**src/sv/ptsd_fifo.sv**
```systemverilog
// Small synchronous queue built from a register file.
// Depends on nothing; depth must be a power of two.
module ptsd_fifo #(
    parameter int WIDTH = 8,
    parameter int DEPTH = 8
) (
    input  logic             clk,
    input  logic             rst_n,
    input  logic             push,
    input  logic [WIDTH-1:0] push_data,
    input  logic             pop,
    output logic             empty,
    output logic [WIDTH-1:0] head
);

    localparam int PW = (DEPTH > 1) ? $clog2(DEPTH) : 1;
    localparam int CW = $clog2(DEPTH + 1);

    logic [WIDTH-1:0] mem [DEPTH];
    logic [PW-1:0]    wr_ptr_reg;
    logic [PW-1:0]    wr_ptr_next;
    logic [PW-1:0]    rd_ptr_reg;
    logic [PW-1:0]    rd_ptr_next;
    logic [CW-1:0]    count_reg;
    logic [CW-1:0]    count_next;
    logic             do_pop;

    assign empty  = (count_reg == '0);
    assign head   = mem[rd_ptr_reg];
    assign do_pop = pop && !empty;

    always_comb
    begin
        wr_ptr_next = push ? wr_ptr_reg + PW'(1) : wr_ptr_reg;
        rd_ptr_next = do_pop ? rd_ptr_reg + PW'(1) : rd_ptr_reg;
        count_next  = count_reg + CW'(push) - CW'(do_pop);
    end

    always_ff @(posedge clk or negedge rst_n)
    begin
        if (!rst_n)
        begin
            wr_ptr_reg <= '0;
            rd_ptr_reg <= '0;
            count_reg  <= '0;
        end
        else
        begin
            wr_ptr_reg <= wr_ptr_next;
            rd_ptr_reg <= rd_ptr_next;
            count_reg  <= count_next;
        end
    end

    always_ff @(posedge clk)
    begin
        if (push)
        begin
            mem[wr_ptr_reg] <= push_data;
        end
    end

endmodule

```
**config.mk**
```make
export PLATFORM = sky130hd
export DESIGN_NAME = ptsd_fifo
export DESIGN_NICKNAME = d
export VERILOG_FILES = /design/src/sv/ptsd_fifo.sv
export SDC_FILE = /design/constraint.sdc
export NUM_CORES = 1
export LEC_CHECK = 0
export BUFFER_PORTS_ARGS = -buffer_cell sky130_fd_sc_hd__buf_2
export CORE_UTILIZATION = 55
export CTS_CLUSTER_SIZE = 25
export DETAILED_ROUTE_END_ITERATION = 12
export MAX_ROUTING_LAYER = met4
export PLACE_DENSITY_LB_ADDON = 0.12
export SLEW_MARGIN = 0
export SYNTH_ARGS = -nofsm -noshare
export SYNTH_HDL_FRONTEND = slang
export SYNTH_SLANG_ARGS = --single-unit
export TNS_END_PERCENT = 30
```
**constraint.sdc**
```tcl
create_clock -name clk -period 2.4 [get_ports clk]
set_input_delay 0.48 -clock clk [delete_from_list [all_inputs] [get_ports clk]]
set_output_delay 0.48 -clock clk [all_outputs]
set_load 0.005 [all_outputs]
```
* Word-level counts from Yosys, hierarchy flattened
Memories as Yosys holds them, arrays and structs flattened.
Cells that the tools add are included.
** Cells by class
- Multiplexer cells :: 2
- Add/sub/neg operators :: 4
- Reductions and logical operators :: 3
** Operator list (count)
- $add 3x1->3 const B :: 2
- $add 4x1->4 :: 1
- $logic_not 4->1 :: 1
- $sub 4x1->4 :: 1
- $mux 1 :: 2
- $logic_and 1x1->1 :: 1
- $logic_not 1->1 :: 1
** Word-level totals
- RAM bits :: 64
- Logic and storage cells :: 13
- Input port bits :: 12
- Memories kept :: 1
- Register bits after elaboration :: 10
** Memory list
- mem :: depth 8, bits a word 8, read ports 1, clocked after memory_dff 0, write ports 1, line 19 : logic [WIDTH-1:0] mem [DEPTH];

* Logic depth before layout (Yosys ltp)
- Depth in word-level cells :: 4
- Mapped depth :: 11
- Mapped depth without buffers :: 11

* Worst setup path before layout
OpenSTA, ideal clock, no wires.
- Path type :: register to register
- Start point :: register count_reg[2]
- End point :: register count_reg[2]
- Clock period less this slack :: 2193 ps
- Buffers on the path :: 0
- Arrival :: 2071 ps
- Slack :: 207 ps
- Required time :: 2278 ps
- Setup time :: 122 ps
- Stages on the path, launching flop included :: 11
- Cells stage by stage :: dfrtp_1 inv_1 ha_1 nor3b_1 nand2b_1 inv_1 ha_1 inv_1 ha_1 fa_1 xor2_1
** Between the ends
- Cells in the longest elaborated chain, start to end :: 4
- Elaborated cells between the ends (all ways) :: 5
- Those cells by class :: 2 x add/sub; 3 x reduce/logical
** Ends and longest elaborated chain
- from (decl) :: line 24 : logic [CW-1:0] count_reg;
- from (signal assigned) :: line 51 : count_reg <= count_next;
- $logic_not 4->1 :: line 28 : assign empty = (count_reg == '0);
- named net empty :: line 12 : output logic empty,
- $logic_not 1->1 :: line 30 : assign do_pop = pop && !empty;
- $logic_and 1x1->1 :: line 30
- named net do_pop :: line 26 : logic do_pop;
- $sub 4x1->4 :: line 36 : count_next = count_reg + CW'(push) - CW'(do_pop);
- named net count_next[2] :: line 25 : logic [CW-1:0] count_next;
The timed path passes the listed nets, and every way through them passes these cells.
A chain may end at the register's enable or synchronous reset.

* Worst setup path after layout
- Start point :: register rd_ptr_reg[0]
- End point :: output head[3]
** Between the ends
- Cells in the longest elaborated chain, start to end :: 1
** Ends and longest elaborated chain
- from (decl) :: line 22 : logic [PW-1:0] rd_ptr_reg;
- from (signal assigned) :: line 50 : rd_ptr_reg <= rd_ptr_next;
- $mem_v2 8x8
- to (decl) :: line 13 : output logic [WIDTH-1:0] head
Every way passes these cells.

==> results.txt <==
Top cell family by delay on the critical path -> multiplexers
Vias per cell -> 5.43
CP Cell Sequence -> clkbuf_16 -> mux4_1 -> mux2_2 -> buf_2
Commonest non-fill, non-tap cell in the layout -> edfxtp_1
Clk sink count -> 74
Die Span Y -> 76.2 um
Syn Nets -> 166
Fmax -> 422 MHz
Peak supply drop -> 801 uV
Die X -> 76.2 um
Number of remaining DRC errors -> 0
Slew HR -> 65.7%
DR WL/cell -> 19.7 um
CP Launch Type -> flop
Final Skew -> 0.0101 ns
Tot GR Track Use -> 20.1%
Cells after Synth -> 146
Min-delay worst type -> in2reg
GRT Residual Overflow -> 0
Count of pins over their slew limit -> 0
Synth warnings -> 0
TritonCTS clock tree -> built
Finish-stage setup viols -> 0
Vias post-DR -> 1460
Final std cells w/o fill -> 269
Worst skew pair latency -> 0.33 ns
Diode count -> 0
Root buf cell -> clkbuf_8
Worst path slowest cell -> mux4_1
Max Cap Viol -> 0
RSZ-0062 raised after global routing -> yes
Most frequent cells in the layout -> edfxtp_1 (64), buf_2 (20), buf_4 (19)
Largest net degree at the start of global routing -> 19
Syn-to-layout area delta -> 17.5%
Die ar. -> 5810 um^2
Crit-path max FO -> 8
Layout cells sized above 1 -> 36.2%
CTS Buf Count -> 9
Synth Cell Area -> 3030 um^2
Tot Pwr -> 4.12 mW
CP required -> 1.92 ns
Final WL -> 5310 um
Post-synthesis sequential area ratio -> 71.6%
Leakage power -> 1.34 nW
IO Count -> 21
Core box area -> 5200 um^2
Num rows -> 26
Worst Setup End Kind -> output pin
Initial Util -> 58.2%
Placed Cells -> 250
Placed cell area -> 3330 um^2
PwrDens -> 1160 nW/um^2
Final instance area -> 3560 um^2
Final Cycle Share -> 98.8%
Iter 0 DRT Violations -> 132
Buf/Inv on CP -> 2
Max reg flops -> 64
Post-layout min period -> 2.37 ns
Global-route wire length before repair -> 7870 um
Worst-path clk slew -> 0.08 ns
Layout Utilization -> 68.4%
Initial antenna violation count -> 0
Status -> finished clean
Drt pass-1 iters -> 4
Largest stage delay, worst path -> 0.53 ns
Number of port buffers -> 20
Final hold vios -> 0
Nets -> 214
H-tree levels -> 3
Post-DP HPWL -> 3510 um
Layout filler cell count -> 349
Worst Hold Slack -> 0.407 ns
Setup tns final -> 0 ns
Flops & latches, synth -> 74
Number of global-route vias before repair -> 1552
Final GP Congestion -> 0.728
Antenna Violating Nets Remaining -> 0
Worst-Margin Slew -> 0.515 ns
WS Path Type -> reg2out
Slack of the critical path -> 0.0281 ns
Mean Syn Cell Area -> 20.8 um^2
Maximum buffer depth of the clock tree -> 2
Cell variety after synth -> 21
Worst slack at placement -> 0.164 ns
Arrival time worst endpoint -> 1.89 ns
## repair_timing
item / CTS / global route
buffers inserted: 0 / 1
setup endpoints to repair: 0 / 9
gates resized for setup: 0 / 6
hold endpoints to repair: 10 / 0
hold buffers: 1 / 0
## kinds of logic after synthesis
kind of cell             synth area share (%)
flip-flops                               71.6
multiplexers                             17.6
AND/OR/NAND/NOR                          2.77
buffers and inverters                    2.31
adder cells (fa/ha/maj)                  3.55
XOR/XNOR                                 1.73
AO/OA/AOI/OAI                           0.413
## layout make-up
class                      instances  area (um^2)  area share [%]
sequential                        74         2170            61.0
multi-input combinational         60          782            22.0
timing repair buffer              42          298            8.36
clock buffer                       9          124            3.48
tap                               70         87.6            2.46
clock inverter                     7         70.1            1.97
inverter                           7         26.3           0.738
## power by group
group / switching, mW / internal, mW
sequential: 0.149 / 1.66
clock: 0.444 / 0.476
combinational: 0.612 / 0.777
## Yosys cell counts
cell | number | area share (%)
edfxtp_1 | 64 | 63
mux4_1 | 16 | 14
dfrtp_1 | 10 | 8.3
mux2_2 | 10 | 3.7
ha_1 | 7 | 2.9
inv_1 | 7 | 0.87
nor2_1 | 7 | 0.87
nand2_1 | 4 | 0.50
nand2b_1 | 4 | 0.83
xor2_1 | 4 | 1.2
nor3_1 | 2 | 0.33
xnor2_1 | 2 | 0.58
a21o_1 | 1 | 0.25
a21oi_1 | 1 | 0.16
buf_1 | 1 | 0.12
buf_12 | 1 | 0.66
buf_2 | 1 | 0.16
buf_6 | 1 | 0.37
clkbuf_1 | 1 | 0.12
fa_1 | 1 | 0.66
nor3b_1 | 1 | 0.25
## worst paths after layout
check                              start            end  slack [ns]  cells after the start
min in group asynchronous          rst_n  wr_ptr_reg[0]        0.54                      2
setup / recovery           rd_ptr_reg[0]        head[3]        0.03                      4
hold / removal              push_data[0]      mem[7][0]        0.41                      1
setup reg to reg            count_reg[2]   count_reg[2]        0.11                     10
max in group asynchronous          rst_n  rd_ptr_reg[0]        1.63                      2
hold reg to reg            wr_ptr_reg[1]  wr_ptr_reg[1]        0.58                      1
## layer usage
metal	vias up	routed length (um)	track usage [%]
li1	674	-	-
met1	730	2120	22.6
met2	52	2880	33.2
met3	4	269	6.11
met4	0	42	8.85
met5	-	0	-
No activity file was read; power rests on OpenSTA's default activity.
